$ cat src/hw/rtl/pctd_pkg.sv
// ----------------------------------------------------------------------------
// pctd_pkg
// Shared constants, types and helpers for the prefix-code table decoder.
// ----------------------------------------------------------------------------
package pctd_pkg;

    localparam int TABLE_DEPTH  = 512;
    localparam int MAX_CODE_LEN = 32;

    localparam int INDEX_W    = 9;
    localparam int SYMBOL_W   = 9;
    localparam int LENGTH_W   = 6;
    localparam int CODE_W     = 32;
    localparam int BYTE_W     = 8;
    localparam int ACTIVE_W   = 10;
    localparam int PEND_LEN_W = $clog2(MAX_CODE_LEN + 1);
    localparam int CMP_W      = (PEND_LEN_W > LENGTH_W) ? PEND_LEN_W : LENGTH_W;

    localparam int IN_DATA_W  = 64;
    localparam int OUT_DATA_W = 8;

    localparam int IDX_LSB  = 0;
    localparam int SYM_LSB  = IDX_LSB + INDEX_W;
    localparam int LEN_LSB  = SYM_LSB + SYMBOL_W;
    localparam int CODE_LSB = LEN_LSB + LENGTH_W;
    localparam int BIT_LSB  = CODE_LSB + CODE_W;

    localparam logic [SYMBOL_W-1:0] END_SYMBOL = SYMBOL_W'(256);

    typedef enum logic
    {
        CMD_LOAD = 1'b0,
        CMD_BIT  = 1'b1
    } cmd_t;

    typedef enum logic [1:0]
    {
        ST_IDLE,
        ST_RUN,
        ST_HOLD
    } state_t;

    typedef struct packed
    {
        logic [SYMBOL_W-1:0] symbol;
        logic [LENGTH_W-1:0] length;
        logic [CODE_W-1:0]   code;
    } entry_t;

    typedef struct packed
    {
        logic                  valid;
        logic                  hit;
        logic [ACTIVE_W-1:0]   remaining;
        logic [PEND_LEN_W-1:0] length;
        logic [CODE_W-1:0]     bits;
        logic [SYMBOL_W-1:0]   symbol;
    } token_t;

    typedef struct packed
    {
        logic [BYTE_W-1:0] symbol;
        logic              end_of_stream;
        logic              code_error;
    } result_t;

    function automatic logic [CODE_W-1:0] low_mask(input logic [LENGTH_W-1:0] len);
        logic [CODE_W-1:0] m;
        for (int i = 0; i < CODE_W; i++)
        begin
            m[i] = (i < int'(len));
        end
        return m;
    endfunction

endpackage

$ cat src/hw/rtl/pctd_ctrl.sv
// ----------------------------------------------------------------------------
// pctd_ctrl
// Accumulator, entry-count register, item sequencing and result register.
// ----------------------------------------------------------------------------
module pctd_ctrl
(
    input  logic                             clk,
    input  logic                             rst_n,
    input  logic                             cfg_we,
    input  logic [pctd_pkg::ACTIVE_W-1:0]    cfg_wdata,
    input  logic                             in_valid,
    output logic                             in_ready,
    input  pctd_pkg::cmd_t                   in_cmd,
    input  logic                             in_bit,
    output pctd_pkg::token_t                 tok_inject,
    input  pctd_pkg::token_t                 tok_exit,
    output logic                             out_valid,
    input  logic                             out_ready,
    output pctd_pkg::result_t                out_result
);

    pctd_pkg::state_t state_reg;
    pctd_pkg::state_t state_next;

    logic [pctd_pkg::ACTIVE_W-1:0]   active_reg;
    logic [pctd_pkg::CODE_W-1:0]     bits_reg;
    logic [pctd_pkg::CODE_W-1:0]     bits_next;
    logic [pctd_pkg::PEND_LEN_W-1:0] len_reg;
    logic [pctd_pkg::PEND_LEN_W-1:0] len_next;

    logic                 out_valid_reg;
    logic                 out_valid_next;
    pctd_pkg::result_t    out_reg;
    pctd_pkg::result_t    out_next;
    pctd_pkg::result_t    hold_reg;
    pctd_pkg::result_t    hold_next;

    logic                              bit_accept;
    logic [pctd_pkg::ACTIVE_W-1:0]     limit;
    logic [pctd_pkg::CODE_W-1:0]       shifted;
    logic [pctd_pkg::PEND_LEN_W-1:0]   len_inc;
    logic                              out_free;
    logic                              res_valid;
    pctd_pkg::result_t                 res;

    assign in_ready   = (state_reg == pctd_pkg::ST_IDLE);
    assign bit_accept = in_valid && in_ready && (in_cmd == pctd_pkg::CMD_BIT);
    assign shifted    = {bits_reg[pctd_pkg::CODE_W-2:0], in_bit};
    assign len_inc    = len_reg + 1'b1;
    assign out_free   = !out_valid_reg || out_ready;
    assign limit      = (int'(active_reg) > pctd_pkg::TABLE_DEPTH)
                      ? pctd_pkg::ACTIVE_W'(pctd_pkg::TABLE_DEPTH) : active_reg;

    always_comb
    begin
        tok_inject           = '0;
        tok_inject.valid     = bit_accept;
        tok_inject.remaining = limit;
        tok_inject.length    = len_inc;
        tok_inject.bits      = shifted;
    end

    always_comb
    begin
        res = '0;
        if (tok_exit.hit)
        begin
            if (tok_exit.symbol == pctd_pkg::END_SYMBOL)
            begin
                res.end_of_stream = 1'b1;
            end
            else if (tok_exit.symbol > pctd_pkg::END_SYMBOL)
            begin
                res.code_error = 1'b1;
            end
            else
            begin
                res.symbol = tok_exit.symbol[pctd_pkg::BYTE_W-1:0];
            end
        end
        else
        begin
            res.code_error = 1'b1;
        end
        res_valid = tok_exit.hit || (int'(len_reg) >= pctd_pkg::MAX_CODE_LEN);
    end

    always_comb
    begin
        state_next     = state_reg;
        bits_next      = bits_reg;
        len_next       = len_reg;
        hold_next      = hold_reg;
        out_next       = out_reg;
        out_valid_next = out_valid_reg && !out_ready;

        unique case (state_reg)
            pctd_pkg::ST_IDLE:
            begin
                if (bit_accept)
                begin
                    bits_next  = shifted;
                    len_next   = len_inc;
                    state_next = pctd_pkg::ST_RUN;
                end
            end
            pctd_pkg::ST_RUN:
            begin
                if (tok_exit.valid)
                begin
                    if (res_valid)
                    begin
                        bits_next = '0;
                        len_next  = '0;
                        if (out_free)
                        begin
                            out_next       = res;
                            out_valid_next = 1'b1;
                            state_next     = pctd_pkg::ST_IDLE;
                        end
                        else
                        begin
                            hold_next  = res;
                            state_next = pctd_pkg::ST_HOLD;
                        end
                    end
                    else
                    begin
                        state_next = pctd_pkg::ST_IDLE;
                    end
                end
            end
            pctd_pkg::ST_HOLD:
            begin
                if (out_free)
                begin
                    out_next       = hold_reg;
                    out_valid_next = 1'b1;
                    state_next     = pctd_pkg::ST_IDLE;
                end
            end
            default:
            begin
                state_next = pctd_pkg::ST_IDLE;
            end
        endcase
    end

    always_ff @(posedge clk or negedge rst_n)
    begin
        if (!rst_n)
        begin
            state_reg     <= pctd_pkg::ST_IDLE;
            active_reg    <= '0;
            bits_reg      <= '0;
            len_reg       <= '0;
            out_valid_reg <= 1'b0;
        end
        else
        begin
            state_reg     <= state_next;
            bits_reg      <= bits_next;
            len_reg       <= len_next;
            out_valid_reg <= out_valid_next;
            if (cfg_we)
            begin
                active_reg <= cfg_wdata;
            end
        end
    end

    always_ff @(posedge clk)
    begin
        out_reg  <= out_next;
        hold_reg <= hold_next;
    end

    assign out_valid  = out_valid_reg;
    assign out_result = out_reg;

endmodule

$ cat config.mk
export PLATFORM = sky130hd
export DESIGN_NAME = pctd_ctrl
export DESIGN_NICKNAME = d
export VERILOG_FILES = /design/src/hw/rtl/pctd_pkg.sv /design/src/hw/rtl/pctd_ctrl.sv
export SDC_FILE = /design/constraint.sdc
export NUM_CORES = 1
export LEC_CHECK = 0
export ABC_AREA = 0
export BUFFER_PORTS_ARGS = -buffer_cell sky130_fd_sc_hd__buf_2
export CAP_MARGIN = 5
export CORE_MARGIN = 10
export CORE_UTILIZATION = 50
export DETAILED_ROUTE_END_ITERATION = 10
export GPL_TIMING_DRIVEN = 0
export PLACE_DENSITY_LB_ADDON = 0.25
export SYNTH_ARGS = -nofsm -noshare
export SYNTH_HDL_FRONTEND = slang
export SYNTH_SLANG_ARGS = --single-unit
$ cat constraint.sdc
create_clock -name clk -period 2.9 [get_ports clk]
set_clock_uncertainty 0.1 [all_clocks]
set_input_delay 0.145 -clock clk [delete_from_list [all_inputs] [get_ports clk]]
set_output_delay 0.145 -clock clk [all_outputs]
set_load 0.01 [all_outputs]
==> run_results.csv, run 1 <==
group,metric,value,unit
detailed_routing,dr_total_vias,2195,
place,dp_hpwl,5.11,mm
cts,cts_sinks,70,
layout,finalNetCount,434,
timing,slew_viol_final,0,
setup_path,rrSetupSlack,0.72,ns
setup_path,worstSetupEndpointType,"flop",
cts,clock_latency,0.34,ns
detailed_routing,vias_per_cell,5.09,
setup_path,worstPathMaxFanout,10,
global_routing,grt_max_degree,51,
yosys,synth-xor-area-share,1.13,%
yosys,synth_top_cell_by_area,"dfrtp_1",
yosys,synth-adder-area-share,2.43,%
floorplanning,die_h,98.7,um
cts,clk_path_buf_depth,2,
cts,clk_pin_slew,0.07,ns
yosys,yosys-top-cells-area,"dfrtp_1 40%, edfxtp_1 19%, a22o_1 9.3%",
yosys,synth_compound_area_share,13.6,%
detailed_routing,drt_iter0_drc,68,
layout,n_fill_cell,479,
pwr,cellPowerDensity,664,nW/um^2
yosys,synth_top_family_by_area,"compound AO/OA/AOI/OAI gates",
yosys,muxShareOfSynthArea,7.24,%
yosys,ys_ff_latch,70,
setup_path,crit_type,"flop to flop",
floorplanning,fp.coreArea,5960,sq um
timing,setup_slack,0.724,ns
cts,cts_root_buf,"clkbuf_8",
detailed_routing,drc,0,
timing,grt_setup_unrepaired,"false",
detailed_routing,wire_per_inst,16.0,um
flow_run,max_cap_violations,0,
layout,drive_gt1_share,41.0,%
timing,setup_violations,0,
floorplanning,rows,28,
timing,finalCritPeriodShare,75.0,%
detailed_routing,drtPass1Iterations,4,
cts,cts_buffers,9,
global_routing,grt_pass1_vias,2223,
yosys,synth_edf_count,20,
yosys,syn_avg_cell_area,13.4,sq um
cts,cts.repair.resized,0,
floorplanning,initial_core_util,51.9,%
yosys,yosys.cell_types.count,38,
timing,relSlewSlack,28.5,%
global_routing,grt_overflow_total,0,
global_routing,grt.total_usage,14.4,%
yosys,syn_area,3090,sq um
timing,final-hold-violation-count,0,
yosys,synth_seq_area_share,59.9,%
global_routing,antenna_found_initial,0,
timing,tightestPinTransition,1.07,ns
status,status,"completed",
setup_path,startpoint_type,"flop",
place,place_ws,0.689,ns
layout,syn_to_final_growth,29.2,%
floorplanning,io_pins,147,
floorplanning,die_w,98.7,um
min_path,min_path_type,"input port to flop",
timing,max_freq,460,MHz
yosys,synth_flop_cell,"dfrtp_1",
place,portBuffers,88,
layout,largest_reg_flops,31,
layout,diodes,0,
pwr,power.leakage,1.98,nW
yosys,yosys.area_share.simple,9.43,%
setup_path,arrival,2.04,ns
place,gp_congestion,0.801,
pwr,ir_worst_vdd,0.475,mV
yosys,synthCells,231,
detailed_routing,wl,6.92,mm
global_routing,grt_pass1_wl,11.4,mm
timing,fin_crit,2.18,ns
floorplanning,die_area,9730,sq um
setup_path,worstPathRequired,2.76,ns
yosys,synth_top_area_share,40.5,%
cts,postCtsSetupBuffers,0,
yosys,ys_warn_count,0,
yosys,ys_async_sr_fraction,71.4,%
cts,htreeDepth,3,
cts,tritoncts,"built",
detailed_routing,final_antenna_net_count,0,
timing,final.setup.tns,0,ns
[layout make-up]
type                       instances  area, sq um  share of cell area (%)
inverter                           5         18.8                   0.469
multi-input combinational        141         1080                    27.1
clock buffer                      10          149                    3.72
timing repair buffer             101          571                    14.3
buffer                            24          174                    4.35
clock inverter                     5         57.6                    1.44
tap                               75         93.8                    2.35
sequential                        70         1850                    46.3
[path summary, 6_finish.rpt]
kind,endpoint,from,cells after the start
min reg2reg,bits_reg[30],bits_reg[30],1
min,out_valid,out_ready,3
max reg2reg,out_result[6],state_reg[1],5
max in group asynchronous,bits_reg[23],rst_n,2
min in group asynchronous,active_reg[0],rst_n,2
max,out_result[6],state_reg[1],5
[kinds of logic after synthesis]
family                   after synthesis
other                                  1
XOR/XNOR                               4
AO/OA/AOI/OAI                         51
multiplexers                          20
AND/OR/NAND/NOR                       50
adder cells (fa/ha/maj)                6
buffers and inverters                 29
flip-flops                            70
[placed cells by master (no fill, tap or decap), types with 3 or more instances in the layout]
master,count
clkbuf_1,6
and2_1,9
dlygate4sd3_1,13
clkbuf_8,9
a22o_1,33
mux2_2,19
o21ai_0,3
buf_6,5
buf_2,89
nor2b_1,15
ha_1,6
nor2_1,6
dfrtp_1,50
buf_4,12
nand2_1,6
conb_1,10
edfxtp_1,20
a21oi_1,5
inv_1,5
xnor2_1,3
[per-stage QoR]
step | instances | instance area (sq um) | hold slack [ns] | util [%] | total power, mW
2_1_floorplan | 240 | 3130 | -0.251 | - | 1.64
3_3_place_gp | 403 | 3660 | 0.257 | 61.5 | 1.85
3_5_place_dp | 403 | 3660 | 0.284 | 61.5 | 1.86
4_1_cts | 431 | 4000 | 0.0208 | 67.1 | 2.68
5_1_grt | 431 | 4000 | 0.0320 | 67.1 | 2.81
6_report | 431 | 4000 | 0.0263 | 67.1 | 2.65
[where the power goes]
group          switching (mW)  total [mW]  internal, mW
Combinational           0.353       0.661         0.307
Clock                   0.357       0.801         0.444
Sequential             0.0759        1.19          1.12
Total                   0.786        2.65          1.87
[repair_timing]
item / CTS / global route
hold buffers: 13 / 0
hold endpoints to repair: 61 / 0
setup endpoints to repair: 0 / 0
[critical path: stages (launching register included)]
cell and delay, ns:
dfrtp_1 0.38, inv_1 0.12, ha_1 0.18, buf_6 0.14, o211ai_1 0.11, a21oi_1 0.76
[cells in the mapped netlist (all sizes together) (2+ instances only)]
cell,instances
a21oi,5
a22o,33
and2,9
buf,18
clkbuf,6
dfrtp,50
edfxtp,20
ha,6
inv,5
mux2,19
nand2,6
nand2b,2
nand3,2
nor2,6
nor2b,15
nor3,2
nor3b,2
nor4,2
o211ai,2
o21ai,6
xnor2,3
[layer usage]
metal	vias to the layer above	track usage (%)	share of wire, %
li1	1055	-	-
met1	1066	17.1	43
met2	65	23.6	50
met3	9	5.31	6.3
met4	0	4.63	1.1
met5	-	0	0
Power figures use the tool's default switching activity.
==> run 2, diff against run 1 <==
Settings changed: CORE_UTILIZATION 50 to 42.
Clock period 2.9 ns to 1.9 ns, I/O delays scaled along.
==> run 2 against run 1 <==
Against the previous run: power rose by 64%; die area up 15%; critical path type unchanged; register-to-register slack got worse by 0.64 ns; count of clock-buffer cells in the layout is 1 lower; setup slack lost 0.64 ns; largest power group unchanged.
==> run_results.csv, run 2 (synthesized netlist as in run 1, its figures left out) <==
group,metric,value,unit
cts,clk_path_buf_depth,2,
timing,setup_slack,0.0824,ns
pwr,power.leakage,2.09,nW
setup_path,worstPathRequired,1.89,ns
detailed_routing,vias_per_cell,4.81,
place,gp_congestion,0.760,
floorplanning,io_pins,147,
timing,setup_violations,0,
setup_path,arrival,1.80,ns
detailed_routing,final_antenna_net_count,0,
floorplanning,rows,31,
layout,fin_area,4280,sq um
detailed_routing,dr_total_vias,2278,
floorplanning,die_h,106,um
layout,finalNetCount,451,
floorplanning,initial_core_util,42.9,%
timing,final-hold-violation-count,0,
timing,relSlewSlack,26.5,%
cts,htreeDepth,3,
layout,mostFrequentLayoutCells,"90 x buf_2, 50 x dfrtp_1, 33 x a22o_1",
floorplanning,fp.coreArea,7210,sq um
detailed_routing,drc,0,
min_path,hold_start,"in_valid",
place,portBuffers,88,
setup_path,cp_slowest_cell,"dfrtp_1",
layout,finish.utilization,59.3,%
timing,final.setup.tns,0,ns
cts,cts_root_buf,"clkbuf_8",
layout,drive_gt1_share,44.1,%
setup_path,worstSetupEndpointType,"flop",
cts,clock_latency,0.34,ns
cts,clk_pin_slew,0.08,ns
place,dp_hpwl,5.03,mm
setup_path,startpoint_type,"flop",
cts,tritoncts,"built",
pwr,cellPowerDensity,1020,nW/um^2
detailed_routing,wl,7.34,mm
setup_path,r2r_start,"state_reg[0]",
pwr,ir_worst_vdd,0.468,mV
min_path,min_path_type,"input port to flop",
detailed_routing,drt_iter0_drc,95,
timing,finalCritPeriodShare,95.7,%
layout,syn_to_final_growth,38.2,%
setup_path,worstPathCellList,"inv_2 > ha_1 > clkbuf_4 > mux2_2",
flow_run,max_cap_violations,0,
cts,cts_buffers,9,
global_routing,grt.total_usage,13.0,%
detailed_routing,drtPass1Iterations,4,
global_routing,grt_overflow_total,0,
setup_path,cp-startpoint,"state_reg[0]",
floorplanning,die_w,106,um
timing,tightestPinTransition,1.10,ns
layout,largest_reg_flops,31,
timing,slew_viol_final,0,
setup_path,max_stage_delay,0.44,ns
timing,max_freq,550,MHz
place,dpl_cell_area,3690,sq um
setup_path,critical_path_buf_inv_count,2,
timing,fin_crit,1.82,ns
setup_path,worstPathMaxFanout,10,
global_routing,grt_pass1_wl,11.9,mm
global_routing,antenna_found_initial,1,
layout,n_fill_cell,603,
global_routing,grt_max_degree,51,
cts,cts_sinks,70,
global_routing,grt_pass1_vias,2343,
setup_path,crit_type,"flop to flop",
place,place_ws,-0.341,ns
detailed_routing,wire_per_inst,15.5,um
floorplanning,die_area,11200,sq um
status,status,"completed",
layout,mostFrequentLayoutCell,"buf_2",
setup_path,critical-path-top-delay-family,"flip-flops",
run 2: report_power, final:
part           total (mW)  internal, mW  switching [mW]
sequential           1.82          1.70           0.122
clock                1.36         0.760           0.600
combinational        1.16         0.578           0.584
run 2: worst reg2reg max path, cell delays in order, from the launching register on:
cell	delay, ns
dfrtp_1	0.44
inv_2	0.12
ha_1	0.28
clkbuf_4	0.28
mux2_2	0.36
run 2: layout make-up:
cell class	instances	area, sq um	area share [%]
tap	99	124	2.90
sequential	70	1850	43.3
clock buffer	9	124	2.90
multi-input combinational	141	1130	26.4
antenna	1	2.50	0.0585
buffer	23	169	3.95
clock inverter	7	104	2.43
inverter	5	18.8	0.439
timing repair buffer	119	754	17.6
run 2: path summary, 6_finish.rpt:
check | cells after the start | end | slack (ns)
setup / recovery | 4 | out_result[5] | 0.08
max in group asynchronous | 2 | state_reg[1] | 0.61
setup reg to reg | 4 | out_result[5] | 0.08
min in group asynchronous | 2 | bits_reg[12] | 0.42
hold / removal | 3 | len_reg[5] | 0.04
hold reg to reg | 1 | bits_reg[30] | 0.41
run 2: metal layers:
layer / vias up / global-route usage [%] / wire (um)
met5: - / 0 / 0
met4: 0 / 5.42 / 92
met3: 5 / 4.45 / 413
met2: 66 / 20.8 / 3530
met1: 1104 / 15.7 / 3300
li1: 1103 / - / -
run 2: per-stage QoR:
step | hold slack, ns | total power [mW] | std cells
3_5_place_dp | 0.213 | 2.85 | 427
6_report | 0.0370 | 4.35 | 474
2_1_floorplan | -0.301 | 2.50 | 240
3_3_place_gp | 0.202 | 2.83 | 427
5_1_grt | 0.0467 | 4.60 | 474
4_1_cts | 0.0228 | 4.32 | 469
run 2: what timing repair did:
action / 4_1_cts / 5_1_grt
pin swaps: 1 / 3
hold buffers: 22 / 0
endpoints found under the hold margin: 70 / 0
buffers inserted: 3 / 4
resized for setup: 7 / 13
cloned: 1 / 1
setup endpoints to repair: 57 / 52
==> run 3, diff against run 2 <==
Settings changed: REMOVE_ABC_BUFFERS set to 1.
==> run 3 against run 2 <==
Against the previous run: register-to-register slack barely moved; via count is 4.8% lower; sequential cell count did not move; non-clock buffer count down 24; die area unchanged; setup slack lost 0.0027 ns; global-route usage is essentially flat; core utilization fell by 2.1 points; first-iteration DRC count fell by 24%; worst hold slack worse by 0.010 ns; final cell count down 4.9%; combinational power decreased by 4%; critical path type unchanged.
==> run_results.csv, run 3 (synthesized netlist as in run 1, its figures left out) <==
group,metric,value,unit
floorplanning,initial_core_util,42.9,%
setup_path,startpoint_type,"flop",
detailed_routing,drc,0,
global_routing,grt_pass1_wl,11.9,mm
detailed_routing,drtPass1Iterations,4,
cts,htreeDepth,3,
layout,drive_gt1_share,41.0,%
detailed_routing,vias_per_cell,4.81,
timing,finalCritPeriodShare,95.8,%
place,dp_hpwl,4.84,mm
timing,final-hold-violation-count,0,
min_path,min_path_type,"input port to flop",
setup_path,crit_type,"flop to flop",
cts,cts_buffers,9,
floorplanning,die_h,106,um
global_routing,antenna_found_initial,1,
timing,max_freq,549,MHz
cts,tritoncts,"built",
place,gp_congestion,0.751,
setup_path,arrival,1.95,ns
global_routing,grt_pass1_vias,2354,
timing,grt_setup_unrepaired,"true",
cts,clock_latency,0.34,ns
floorplanning,fp.coreArea,7210,sq um
cts,cts_sinks,70,
layout,mostFrequentLayoutCells,"88 x buf_2, 50 x dfrtp_1, 33 x a22o_1",
floorplanning,io_pins,147,
setup_path,worstPathRequired,2.03,ns
detailed_routing,dr_total_vias,2168,
layout,syn_to_final_growth,33.3,%
status,status,"completed",
cts,clk_path_buf_depth,2,
floorplanning,die_area,11200,sq um
floorplanning,rows,31,
floorplanning,die_w,106,um
layout,finish.utilization,57.1,%
setup_path,worstPathMaxFanout,15,
detailed_routing,drt_iter0_drc,72,
detailed_routing,wl_met3,498,um
pwr,power.leakage,1.97,nW
layout,mostFrequentLayoutCell,"buf_2",
place,portBuffers,88,
place,dpl.cell_count,404,
detailed_routing,wl_met1,3.22,mm
timing,setup_violations,0,
global_routing,grt_overflow_total,0,
flow_run,max_cap_violations,0,
cts,clk_pin_slew,0.08,ns
detailed_routing,wire_per_inst,16.1,um
global_routing,grt.total_usage,13.0,%
layout,finalNetCount,428,
layout,largest_reg_flops,31,
pwr,ir_worst_vdd,0.827,mV
global_routing,grt_max_degree,51,
pwr,cellPowerDensity,1020,nW/um^2
timing,fin_crit,1.82,ns
timing,slew_viol_final,0,
detailed_routing,met2_length,3.40,mm
timing,relSlewSlack,26.9,%
detailed_routing,final_antenna_net_count,0,
layout,layoutNonFillerInstCount,451,
cts,cts_root_buf,"clkbuf_8",
detailed_routing,dr.max_layer_used,"met4",
setup_path,worstSetupEndpointType,"flop",
timing,tightestPinTransition,1.10,ns
detailed_routing,wl,7.26,mm
[run 3: cell types whose count changed in the layout (fill, tap and decap cells not counted), moves of 2 or more]
cell	previous run	this run
clkbuf_1	3	0
inv_2	2	0
buf_6	5	0
buf_4	17	6
clkbuf_2	2	0
buf_2	90	88
inv_1	3	5
[run 3: cell type report]
| type | instances | area, sq um |
|---|---|---|
| fill | 631 | 3090 |
| sequential | 70 | 1850 |
| multi-input combinational | 142 | 1150 |
| timing repair buffer | 118 | 763 |
| clock buffer | 10 | 149 |
| tap | 99 | 124 |
| clock inverter | 6 | 66.3 |
| inverter | 5 | 18.8 |
| antenna | 1 | 2.50 |
[run 3: path summary, 6_finish.rpt]
path	slack (ns)	start	endpoint	cells past startpoint
min in group asynchronous	0.41	rst_n	active_reg[6]	2
max in group asynchronous	0.59	rst_n	out_valid	2
worst min-delay path	0.03	cfg_we	active_reg[9]	2
worst max-delay path	0.08	state_reg[0]	bits_reg[21]	6
worst max register to register	0.08	state_reg[0]	bits_reg[21]	6
worst min register to register	0.41	bits_reg[30]	bits_reg[30]	1
[run 3: metrics by stage]
step	setup TNS, ns	instance area [sq um]	hold WS (ns)	power (mW)	setup slack (ns)
finish	0	4120	0.0270	4.20	0.0797
global route	-0.0148	4120	0.0253	4.43	-0.0148
CTS	0	4090	0.0137	4.22	0.0295
detailed placement	-36.20	3540	0.207	2.78	-0.786
global placement	-52.31	3520	0.206	2.74	-1.16
floorplan	-19.35	2950	-0.301	2.41	-0.528
[run 3: report_power, final]
part           switching [mW]  total [mW]  leakage [nW]  internal, mW
Clock                   0.573        1.26         0.108         0.691
Combinational           0.588        1.11          1.02         0.521
Sequential              0.121        1.82         0.844          1.70
Total                    1.28        4.20          1.97          2.91
[run 3: metal layers]
| layer | up-vias | track usage (%) |
|---|---|---|
| met5 | - | 0 |
| met1 | 1047 | 15.9 |
| met4 | 0 | 6.09 |
| met2 | 69 | 20.1 |
| met3 | 11 | 4.69 |
| li1 | 1041 | - |
[run 3: worst max-delay path: stages, from the launching register on]
cell and delay, ns:
dfrtp_1 0.42, inv_1 0.16, ha_1 0.25, and4b_4 0.34
o21ai_4 0.10, buf_12 0.16, a22o_1 0.18
[run 3: repair_timing]
action | in CTS | in global routing
setup endpoints to repair | 58 | 57
setup buffers | 7 | 1
endpoints found under the hold margin | 70 | 0
hold buffers | 21 | 0
cloned | 1 | 0
resized for setup | 9 | 2
pin swaps | 3 | 1
